===== src/hdl/melody_tone_sequencer_assert.svh =====
// Assertion macros used by the melody tone sequencer RTL.
`ifndef MELODY_TONE_SEQUENCER_ASSERT_SVH
`define MELODY_TONE_SEQUENCER_ASSERT_SVH

// Same-cycle implication, clocked on clk, off during reset.
`define MTS_ASSERT_NOW(lbl, ante, cons) \
	lbl: assert property (@(posedge clk) disable iff (!arst_n) (ante) |-> (cons)) \
		else $error("melody_tone_sequencer: same-cycle check failed");

// Next-cycle implication, clocked on clk, off during reset.
`define MTS_ASSERT_NEXT(lbl, ante, cons) \
	lbl: assert property (@(posedge clk) disable iff (!arst_n) (ante) |=> (cons)) \
		else $error("melody_tone_sequencer: next-cycle check failed");

`endif


===== src/hdl/mts_pkg.sv =====
// Types, codes and constants of the melody tone sequencer.
`default_nettype none

package mts_pkg;

	localparam int MAX_NOTES_DEF = 64;
	localparam int MLEN_W        = 7;
	localparam int IDX_W         = 6;
	localparam int FREQ_W        = 16;
	localparam int DUR_W         = 16;
	localparam int ENTRY_W       = FREQ_W + DUR_W;
	localparam int MICRO_W       = 10;
	localparam int HALF_W        = 19;
	localparam int DIVISOR_W     = FREQ_W + 1;
	localparam int DIV_STEPS     = HALF_W;

	localparam logic [MICRO_W-1:0] US_PER_MS     = MICRO_W'(1000);
	// (1000000 / f) / 2 == 500000 / f
	localparam logic [HALF_W-1:0]  HALF_DIVIDEND = HALF_W'(1000000 / 2);

	typedef enum logic [2:0] {
		REQ_TICK   = 3'd0,
		REQ_WRITE  = 3'd1,
		REQ_PLAY   = 3'd2,
		REQ_STOP   = 3'd3,
		REQ_TOGGLE = 3'd4
	} req_t;

	typedef enum logic [1:0] {
		MODE_STOPPED = 2'd0,
		MODE_PLAYING = 2'd1,
		MODE_PAUSED  = 2'd2
	} mode_t;

	typedef enum logic [1:0] {
		ST_IDLE,
		ST_LOAD,
		ST_DIV,
		ST_FIN
	} state_t;

	typedef struct packed {
		logic                 start;
		logic [DIVISOR_W-1:0] divisor;
	} div_req_t;

	typedef struct packed {
		logic              done;
		logic [HALF_W-1:0] quotient;
	} div_rsp_t;

endpackage

`default_nettype wire


===== src/hdl/mts_ram.sv =====
// Generic single-port-write, single-port-read RAM with registered read data.
`default_nettype none

module mts_ram #(
	parameter int WIDTH = 32,
	parameter int DEPTH = 64
) (
	input  wire logic                     clk,
	input  wire logic                     we,
	input  wire logic [$clog2(DEPTH)-1:0] waddr,
	input  wire logic [WIDTH-1:0]         wdata,
	input  wire logic                     re,
	input  wire logic [$clog2(DEPTH)-1:0] raddr,
	output logic      [WIDTH-1:0]         rdata
);

	logic [WIDTH-1:0] mem [DEPTH];

	always_ff @(posedge clk) begin
		if (we) begin
			mem[waddr] <= wdata;
		end
		if (re) begin
			rdata <= mem[raddr];
		end
	end

endmodule

`default_nettype wire


===== src/hdl/mts_div.sv =====
// Restoring divider for the tone half period, one quotient bit per cycle.
`default_nettype none

module mts_div (
	input  wire logic             clk,
	input  wire logic             arst_n,
	input  wire mts_pkg::div_req_t req,
	output mts_pkg::div_rsp_t     rsp
);

	localparam int CNT_W = $clog2(mts_pkg::DIV_STEPS + 1);

	logic                            busy_q;
	logic                            done_q;
	logic [CNT_W-1:0]                cnt_q;
	logic [mts_pkg::DIVISOR_W-1:0]   dvs_q;
	logic [mts_pkg::DIVISOR_W-1:0]   rem_q;
	logic [mts_pkg::HALF_W-1:0]      quo_q;
	logic [mts_pkg::DIVISOR_W:0]     trial;
	logic                            fits;

	// quo_q shifts dividend bits out at the top and quotient bits in at the bottom
	assign trial = {rem_q, quo_q[mts_pkg::HALF_W-1]};
	assign fits  = trial >= {1'b0, dvs_q};

	always_ff @(posedge clk or negedge arst_n) begin
		if (!arst_n) begin
			busy_q <= 1'b0;
			done_q <= 1'b0;
			cnt_q  <= '0;
		end else begin
			done_q <= 1'b0;
			if (req.start) begin
				busy_q <= 1'b1;
				cnt_q  <= CNT_W'(mts_pkg::DIV_STEPS);
			end else if (busy_q) begin
				cnt_q <= cnt_q - CNT_W'(1);
				if (cnt_q == CNT_W'(1)) begin
					busy_q <= 1'b0;
					done_q <= 1'b1;
				end
			end
		end
	end

	always_ff @(posedge clk) begin
		if (req.start) begin
			dvs_q <= req.divisor;
			rem_q <= '0;
			quo_q <= mts_pkg::HALF_DIVIDEND;
		end else if (busy_q) begin
			rem_q <= fits ? mts_pkg::DIVISOR_W'(trial - {1'b0, dvs_q})
			              : trial[mts_pkg::DIVISOR_W-1:0];
			quo_q <= {quo_q[mts_pkg::HALF_W-2:0], fits};
		end
	end

	assign rsp.done     = done_q;
	assign rsp.quotient = quo_q;

endmodule

`default_nettype wire


===== src/hdl/melody_tone_sequencer.sv =====
// Items that start no note pass from acceptance through the FIN state to the result register.
// A note start (play, or a tick that ends a note) reads the note store, then for a tone
// runs the 19-step half-period divider; a rest goes from LOAD straight to FIN.
// One item is in flight at a time; the next is taken the cycle after its result is registered.
// Reset: stopped, position 0, counters and level clear, melody_length 0; note store undefined.
`default_nettype none
`include "melody_tone_sequencer_assert.svh"

module melody_tone_sequencer #(
	parameter int MAX_NOTES = mts_pkg::MAX_NOTES_DEF
) (
	input  wire logic                        clk,
	input  wire logic                        arst_n,
	input  wire logic                        cfg_we,
	input  wire logic [mts_pkg::MLEN_W-1:0]  cfg_wdata,
	input  wire logic                        req_valid,
	output logic                             req_stall,
	input  wire logic [2:0]                  req_type,
	input  wire logic [mts_pkg::IDX_W-1:0]   note_index,
	input  wire logic [mts_pkg::FREQ_W-1:0]  note_freq_hz,
	input  wire logic [mts_pkg::DUR_W-1:0]   note_duration_ms,
	output logic                             rsp_valid,
	input  wire logic                        rsp_stall,
	output logic                             buzzer_level,
	output logic [1:0]                       play_state,
	output logic [mts_pkg::IDX_W-1:0]        note_position,
	output logic                             note_begun
);

	localparam int PW = $clog2(MAX_NOTES);
	localparam int NW = ((PW > mts_pkg::MLEN_W) ? PW : mts_pkg::MLEN_W) + 1;
	localparam logic [NW-1:0] MAXN = NW'(MAX_NOTES);

	mts_pkg::state_t state_q, state_d;
	mts_pkg::mode_t  mode_q, mode_d;

	logic [mts_pkg::MLEN_W-1:0]  mlen_q;
	logic [PW-1:0]               position_q, position_d;
	logic [mts_pkg::MICRO_W-1:0] micro_q, micro_d;
	logic [mts_pkg::DUR_W-1:0]   milli_q, milli_d;
	logic [mts_pkg::DUR_W-1:0]   note_len_q, note_len_d;
	logic [mts_pkg::HALF_W-1:0]  half_p_q, half_p_d;
	logic [mts_pkg::HALF_W-1:0]  half_c_q, half_c_d;
	logic                        level_q, level_d;
	logic                        begun_q, begun_d;
	logic                        rsp_valid_q, rsp_valid_d;
	logic                        out_load;

	logic                        accept;
	logic [NW-1:0]               act_len;
	logic [NW-1:0]               next_pos;
	logic [mts_pkg::HALF_W:0]    hc_inc;
	logic [mts_pkg::MICRO_W:0]   mc_inc;

	logic                        ram_we;
	logic                        ram_re;
	logic [PW-1:0]               ram_raddr;
	logic [mts_pkg::ENTRY_W-1:0] ram_rdata;

	mts_pkg::div_req_t div_req;
	mts_pkg::div_rsp_t div_rsp;

	mts_ram #(
		.WIDTH(mts_pkg::ENTRY_W),
		.DEPTH(MAX_NOTES)
	) u_store (
		.clk  (clk),
		.we   (ram_we),
		.waddr(PW'(note_index)),
		.wdata({note_freq_hz, note_duration_ms}),
		.re   (ram_re),
		.raddr(ram_raddr),
		.rdata(ram_rdata)
	);

	mts_div u_div (
		.clk   (clk),
		.arst_n(arst_n),
		.req   (div_req),
		.rsp   (div_rsp)
	);

	assign req_stall = state_q != mts_pkg::ST_IDLE;
	assign accept    = req_valid && !req_stall;

	always_comb begin
		act_len  = (NW'(mlen_q) > MAXN) ? MAXN : NW'(mlen_q);
		next_pos = NW'(position_q) + NW'(1);
		if (next_pos >= act_len) begin
			next_pos = '0;
		end
		hc_inc = {1'b0, half_c_q} + (mts_pkg::HALF_W + 1)'(1);
		mc_inc = {1'b0, micro_q} + (mts_pkg::MICRO_W + 1)'(1);
	end

	always_comb begin
		state_d       = state_q;
		mode_d        = mode_q;
		position_d    = position_q;
		micro_d       = micro_q;
		milli_d       = milli_q;
		note_len_d    = note_len_q;
		half_p_d      = half_p_q;
		half_c_d      = half_c_q;
		level_d       = level_q;
		begun_d       = begun_q;
		ram_we        = 1'b0;
		ram_re        = 1'b0;
		ram_raddr     = '0;
		div_req       = '0;
		div_req.divisor = {1'b0, ram_rdata[mts_pkg::ENTRY_W-1:mts_pkg::DUR_W]};
		out_load      = 1'b0;

		unique case (state_q)
			mts_pkg::ST_IDLE: begin
				if (accept) begin
					begun_d = 1'b0;
					state_d = mts_pkg::ST_FIN;
					unique case (mts_pkg::req_t'(req_type))
						mts_pkg::REQ_TICK: begin
							if (mode_q == mts_pkg::MODE_PLAYING) begin
								if (half_p_q != '0) begin
									if (hc_inc >= {1'b0, half_p_q}) begin
										half_c_d = '0;
										level_d  = ~level_q;
									end else begin
										half_c_d = hc_inc[mts_pkg::HALF_W-1:0];
									end
								end
								micro_d = mc_inc[mts_pkg::MICRO_W-1:0];
								milli_d = milli_q;
								if (mc_inc >= {1'b0, mts_pkg::US_PER_MS}) begin
									micro_d = '0;
									milli_d = milli_q + mts_pkg::DUR_W'(1);
								end
								if (milli_d >= note_len_q) begin
									position_d = PW'(next_pos);
									ram_re     = 1'b1;
									ram_raddr  = PW'(next_pos);
									begun_d    = 1'b1;
									state_d    = mts_pkg::ST_LOAD;
								end
							end
						end
						mts_pkg::REQ_WRITE: begin
							ram_we = NW'(note_index) < MAXN;
						end
						mts_pkg::REQ_PLAY: begin
							if (act_len != '0) begin
								mode_d     = mts_pkg::MODE_PLAYING;
								position_d = '0;
								ram_re     = 1'b1;
								begun_d    = 1'b1;
								state_d    = mts_pkg::ST_LOAD;
							end
						end
						mts_pkg::REQ_STOP: begin
							mode_d     = mts_pkg::MODE_STOPPED;
							position_d = '0;
							micro_d    = '0;
							milli_d    = '0;
							half_c_d   = '0;
							level_d    = 1'b0;
						end
						mts_pkg::REQ_TOGGLE: begin
							if (mode_q == mts_pkg::MODE_PLAYING) begin
								mode_d  = mts_pkg::MODE_PAUSED;
								level_d = 1'b0;
							end else if (mode_q == mts_pkg::MODE_PAUSED) begin
								mode_d   = mts_pkg::MODE_PLAYING;
								micro_d  = '0;
								milli_d  = '0;
								half_c_d = '0;
								level_d  = half_p_q != '0;
							end
						end
						default: begin
						end
					endcase
				end
			end
			mts_pkg::ST_LOAD: begin
				note_len_d = ram_rdata[mts_pkg::DUR_W-1:0];
				micro_d    = '0;
				milli_d    = '0;
				half_c_d   = '0;
				if (ram_rdata[mts_pkg::ENTRY_W-1:mts_pkg::DUR_W] == '0) begin
					// rest: no tone, buzzer held low
					half_p_d = '0;
					level_d  = 1'b0;
					state_d  = mts_pkg::ST_FIN;
				end else begin
					div_req.start = 1'b1;
					state_d       = mts_pkg::ST_DIV;
				end
			end
			mts_pkg::ST_DIV: begin
				if (div_rsp.done) begin
					half_p_d = div_rsp.quotient;
					level_d  = div_rsp.quotient != '0;
					state_d  = mts_pkg::ST_FIN;
				end
			end
			mts_pkg::ST_FIN: begin
				if (!rsp_valid_q || !rsp_stall) begin
					out_load = 1'b1;
					state_d  = mts_pkg::ST_IDLE;
				end
			end
			default: begin
				state_d = mts_pkg::ST_IDLE;
			end
		endcase

		rsp_valid_d = out_load ? 1'b1 : (rsp_valid_q && rsp_stall);
	end

	always_ff @(posedge clk or negedge arst_n) begin
		if (!arst_n) begin
			state_q     <= mts_pkg::ST_IDLE;
			mode_q      <= mts_pkg::MODE_STOPPED;
			mlen_q      <= '0;
			position_q  <= '0;
			micro_q     <= '0;
			milli_q     <= '0;
			note_len_q  <= '0;
			half_p_q    <= '0;
			half_c_q    <= '0;
			level_q     <= 1'b0;
			begun_q     <= 1'b0;
			rsp_valid_q <= 1'b0;
		end else begin
			state_q     <= state_d;
			mode_q      <= mode_d;
			position_q  <= position_d;
			micro_q     <= micro_d;
			milli_q     <= milli_d;
			note_len_q  <= note_len_d;
			half_p_q    <= half_p_d;
			half_c_q    <= half_c_d;
			level_q     <= level_d;
			begun_q     <= begun_d;
			rsp_valid_q <= rsp_valid_d;
			if (cfg_we) begin
				mlen_q <= cfg_wdata;
			end
		end
	end

	// result item register
	always_ff @(posedge clk) begin
		if (out_load) begin
			buzzer_level  <= level_q;
			play_state    <= mode_q;
			note_position <= mts_pkg::IDX_W'(position_q);
			note_begun    <= begun_q;
		end
	end

	assign rsp_valid = rsp_valid_q;

	`MTS_ASSERT_NOW(a_pause_quiet, mode_q == mts_pkg::MODE_PAUSED, !level_q)
	`MTS_ASSERT_NOW(a_stop_home, mode_q == mts_pkg::MODE_STOPPED, position_q == '0 && !level_q)
	`MTS_ASSERT_NOW(a_div_done_in_div, div_rsp.done, state_q == mts_pkg::ST_DIV)
	`MTS_ASSERT_NEXT(a_accept_busy, req_valid && !req_stall, state_q != mts_pkg::ST_IDLE)

endmodule

`default_nettype wire


===== config.mk =====
export PLATFORM = sky130hd
export DESIGN_NAME = melody_tone_sequencer
export DESIGN_NICKNAME = d
export VERILOG_FILES = /design/src/hdl/mts_pkg.sv /design/src/hdl/mts_ram.sv /design/src/hdl/mts_div.sv /design/src/hdl/melody_tone_sequencer.sv
export VERILOG_INCLUDE_DIRS = /design/src /design/src/hdl
export SDC_FILE = /design/constraint.sdc
export NUM_CORES = 2
export LEC_CHECK = 0
export BUFFER_PORTS_ARGS = -buffer_cell sky130_fd_sc_hd__buf_2
export CAP_MARGIN = 20
export CORE_ASPECT_RATIO = 1.4
export CORE_MARGIN = 3
export CORE_UTILIZATION = 40
export CTS_BUF_LIST = sky130_fd_sc_hd__clkbuf_4 sky130_fd_sc_hd__clkbuf_8
export CTS_CLUSTER_SIZE = 28
export DETAILED_ROUTE_END_ITERATION = 8
export GPL_TIMING_DRIVEN = 0
export PLACE_DENSITY = 0.57
export SETUP_SLACK_MARGIN = 0.1
export SLEW_MARGIN = 15
export SYNTH_ARGS = -nofsm -noshare
export SYNTH_HDL_FRONTEND = slang
export SYNTH_HIERARCHICAL = 1
export SYNTH_SLANG_ARGS = --single-unit

===== constraint.sdc =====
create_clock -name clk -period 6.2 [get_ports clk]
set_input_delay 0 -clock clk [delete_from_list [all_inputs] [get_ports clk]]
set_output_delay 0 -clock clk [all_outputs]
set_load 0.01 [all_outputs]

==> reports/metrics.yaml <==
yosys:
  synthAdderAreaFrac_pct: 1.01
  synth_xor_area_share_pct: 0.391
  ys.flop_type: "edfxtp_1"
  syn_nets: 4767
  synth_edf_count: 2107
  synth_compound_area_share_pct: 4.89
  synthSimpleGateAreaFrac_pct: 3.66
  synth_mux_area_share_pct: 13.7
  synth_largest_area_cell: "edfxtp_1"
  synthCells: 4642
  synthesis.area_um2: 89700
  yosys_register_bits: 2250
  synth.avg_cell_area_um2: 19.3
  ys_types: 93
  synth_most_common_cell: "edfxtp_1"
  netlist_top_cells_count: "2107 x edfxtp_1, 446 x mux4_2, 209 x nand2_1"
  yosysSeqAreaShare_pct: 74.3
  synth_top_cell_area_share_pct: 70.5
  synthTopCellsByArea: "edfxtp_1 71%, mux4_2 11%, dfrtp_1 3.0%"
  yosysWarnings: 6
  async_flop_share_pct: 4.76
  synth_top_family_by_area: "multiplexers"
timing:
  rsz0062_at_grt: "true"
  clock_skew_ns: 0.0680
  tightest_slew_ns: 1.12
  min_period_ns: 6.12
  finalSetupTns_ns: 0
  finalSetupViolCount: 0
  finalWorstSetupSlack_ns: 0.0817
  post-route-period-util_pct: 98.7
  max_freq_mhz: 163
  max_slew_margin_pct: 25.7
  slew_viol_final: 0
  hold_viol_final: 0
layout:
  drive_above_1_share_pct: 30.9
  fill_cells: 18300
  fin_cells: 8456
  final_nets: 5421
  finalCoreUtilization_pct: 48.0
  area_growth_pct: 19.3
detailed_routing:
  dr.pass1.iters: 5
  via_count: 49800
  ant_nets: 0
  via_per_inst: 5.89
  drcViolationCount: 0
  drt-initial-drc-count: 4847
  wirelength_mm: 276
  routedWlPerCell_um: 32.6
die:
  dieArea_um2: 230000
  num_io_pins: 65
  die_x_um: 406
  start_util_pct: 40.2
  rows: 205
  die_h_um: 566
  coreArea_um2: 223000
setup_path:
  cp_cell_sequence: "ha_4 > or4_4 > a221oi_4 > a21boi_4 > buf_6 > nor3_2 > xor2_1 > ha_1 > nand4_1 > a211oi_2 > o31ai_2 > o211ai_1 > nand2_2 > nor2_4 > buf_12 > buf_12 > buf_16 > buf_16 > buf_16 > mux4_2 > a22oi_2 > nand3_4 > nand2_8 > a21oi_4"
  cp_data_required_time_ns: 6.88
  rrSetupSlack_ns: 0.08
  endpoint_kind: "register"
  crit_type: "reg2reg"
  r2r_cells: 24
  r2r-start: "micro_q[0]$_DFFE_PN0P_"
  cp_common_cell: "buf_16"
  r2r-end: "u_store/rdata[8]$_DFFE_PP_"
  cp_max_fo: 8
  critPathLaunchType: "register"
  cp.arrival_ns: 6.80
  cpPeakStageDelay_ns: 0.54
  cp_top_family: "compound AO/OA/AOI/OAI gates"
  slowest_stage: "mux4_2"
  critPathBufInv: 6
clocking:
  clk_latency_ns: 0.99
  cts_buffer_depth: 4
  cts_tree: "built"
  cts_buffers: 345
  h-tree-depth: 5
  clkTransAtPathRegs_ns: 0.06
  cts_sinks: 2250
  cts-root-buf: "clkbuf_8"
pwr:
  cellPowerDensity_nw_per_um2: 304
  power.leakage_nw: 34.0
  irDropWorstVdd_v: 0.000232
  finalPower_mw: 32.6
placement:
  dp.cells: 7707
  place_worst_setup_slack_ns: -1.94
  portBuffers: 56
  dpl.hpwl_mm: 182
  finalWeightedCongestion: 0.858
global_routing:
  antenna_found_initial: 26
  grt_max_degree: 66
  grt_pass1_wl_mm: 386
  track_usage_pct: 23.8
  grt_pass1_vias: 51100
  grt_overflow: 0
worst_hold_path:
  hold_end: "u_store/mem[47][16]$_DFFE_PP_"
  hp-class: "in2reg"
  hold_depth: 2
  min_from: "note_freq_hz[0]"
run_status:
  status: "finished clean"
flow_run:
  cap_violations: 0
area by class of cell:
cell class	count	area (µm²)	area share (%)
antenna	12	30.0	0.0281
buffer	251	2490	2.33
clock buffer	450	5600	5.23
clock inverter	147	945	0.883
inverter	78	293	0.274
multi-input combinational	2062	23100	21.6
sequential	2250	66700	62.3
tap	2898	3630	3.39
timing repair buffer	308	4290	4.01
repair_timing:
action,4_1_cts,5_1_grt
setup buffers,24,24
hold buffers,82,0
gates resized for setup,475,152
setup endpoints to repair,32,32
endpoints found under the hold margin,2535,0
cloned,6,0
pin swaps,32,65
power by group:
part / switching (mW) / total [mW] / internal (mW)
clock network: 5.77 / 12.0 / 6.27
registers: 0.329 / 17.3 / 17.0
logic: 1.99 / 3.18 / 1.19
total: 8.08 / 32.6 / 24.5
layout by cell type, fill, tap and decap left out, types with 76 or more instances in the layout:
cell,synthesis,final
nand2_1,209,190
dfrtp_1,107,101
buf_4,34,93
mux2i_1,208,180
mux4_2,446,446
clkbuf_8,0,360
nor2_1,157,80
clkbuf_4,0,118
buf_12,3,118
clkinv_1,1,85
edfxtp_1,2107,2107
inv_1,77,77
o21ai_0,96,76
a22oi_1,130,93
dlygate4sd3_1,0,81
stage by stage:
step                      hold slack, ns  area (µm²)
after detailed placement         -0.0241       96500
final                             0.0654      107000
after CTS                        0.00589      106000
after global placement             0.230       93600
after floorplan                   -0.296       89700
after global routing              0.0282      107000
metal layers:
layer / vias to the layer above / global-route usage (%) / share of wire [%]
met5: - / 0 / 0.059
met3: 605 / 4.62 / 7.0
met4: 22 / 11.2 / 5.3
met1: 26500 / 28.2 / 36
li1: 20500 / - / -
met2: 2189 / 41.6 / 52
state kept, by name, indices dropped and copies added, names as in the netlist, 5 cells and up:
name and cells:
half_p_q 19, micro_q 10, u_div/rem_q 17, u_div/dvs_q 17
u_div/quo_q 19, u_store/mem 2048, position_q 6, mlen_q 7
half_c_q 19, u_store/rdata 32, milli_q 16, u_div/cnt_q 5
note_position 6, note_len_q 16
how the worst max path moves through the flow:
| stage | depth (start not counted) | from | endpoint | slack (ns) |
|---|---|---|---|---|
| after floorplan | 20 | micro_q[0]$_DFFE_PN0P_ | u_store/rdata[13]$_DFFE_PP_ | 0.92 |
| after global placement | 19 | micro_q[0]$_DFFE_PN0P_ | u_store/rdata[22]$_DFFE_PP_ | -3.63 |
| after detailed placement | 22 | micro_q[0]$_DFFE_PN0P_ | u_store/rdata[1]$_DFFE_PP_ | -1.94 |
| after CTS | 20 | micro_q[0]$_DFFE_PN0P_ | u_store/rdata[21]$_DFFE_PP_ | 0.12 |
| after global routing | 24 | micro_q[2]$_DFFE_PN0P_ | u_store/rdata[22]$_DFFE_PP_ | -0.09 |
| final | 24 | micro_q[0]$_DFFE_PN0P_ | u_store/rdata[8]$_DFFE_PP_ | 0.08 |
cell families after synthesis:
family                   after synthesis
adder cells (fa/ha/maj)               72
XOR/XNOR                              40
AND/OR/NAND/NOR                      672
other                                  1
buffers and inverters                330
AO/OA/AOI/OAI                        611
flip-flops                          2250
multiplexers                         666
Note: power is estimated with default switching activity, not from simulation.
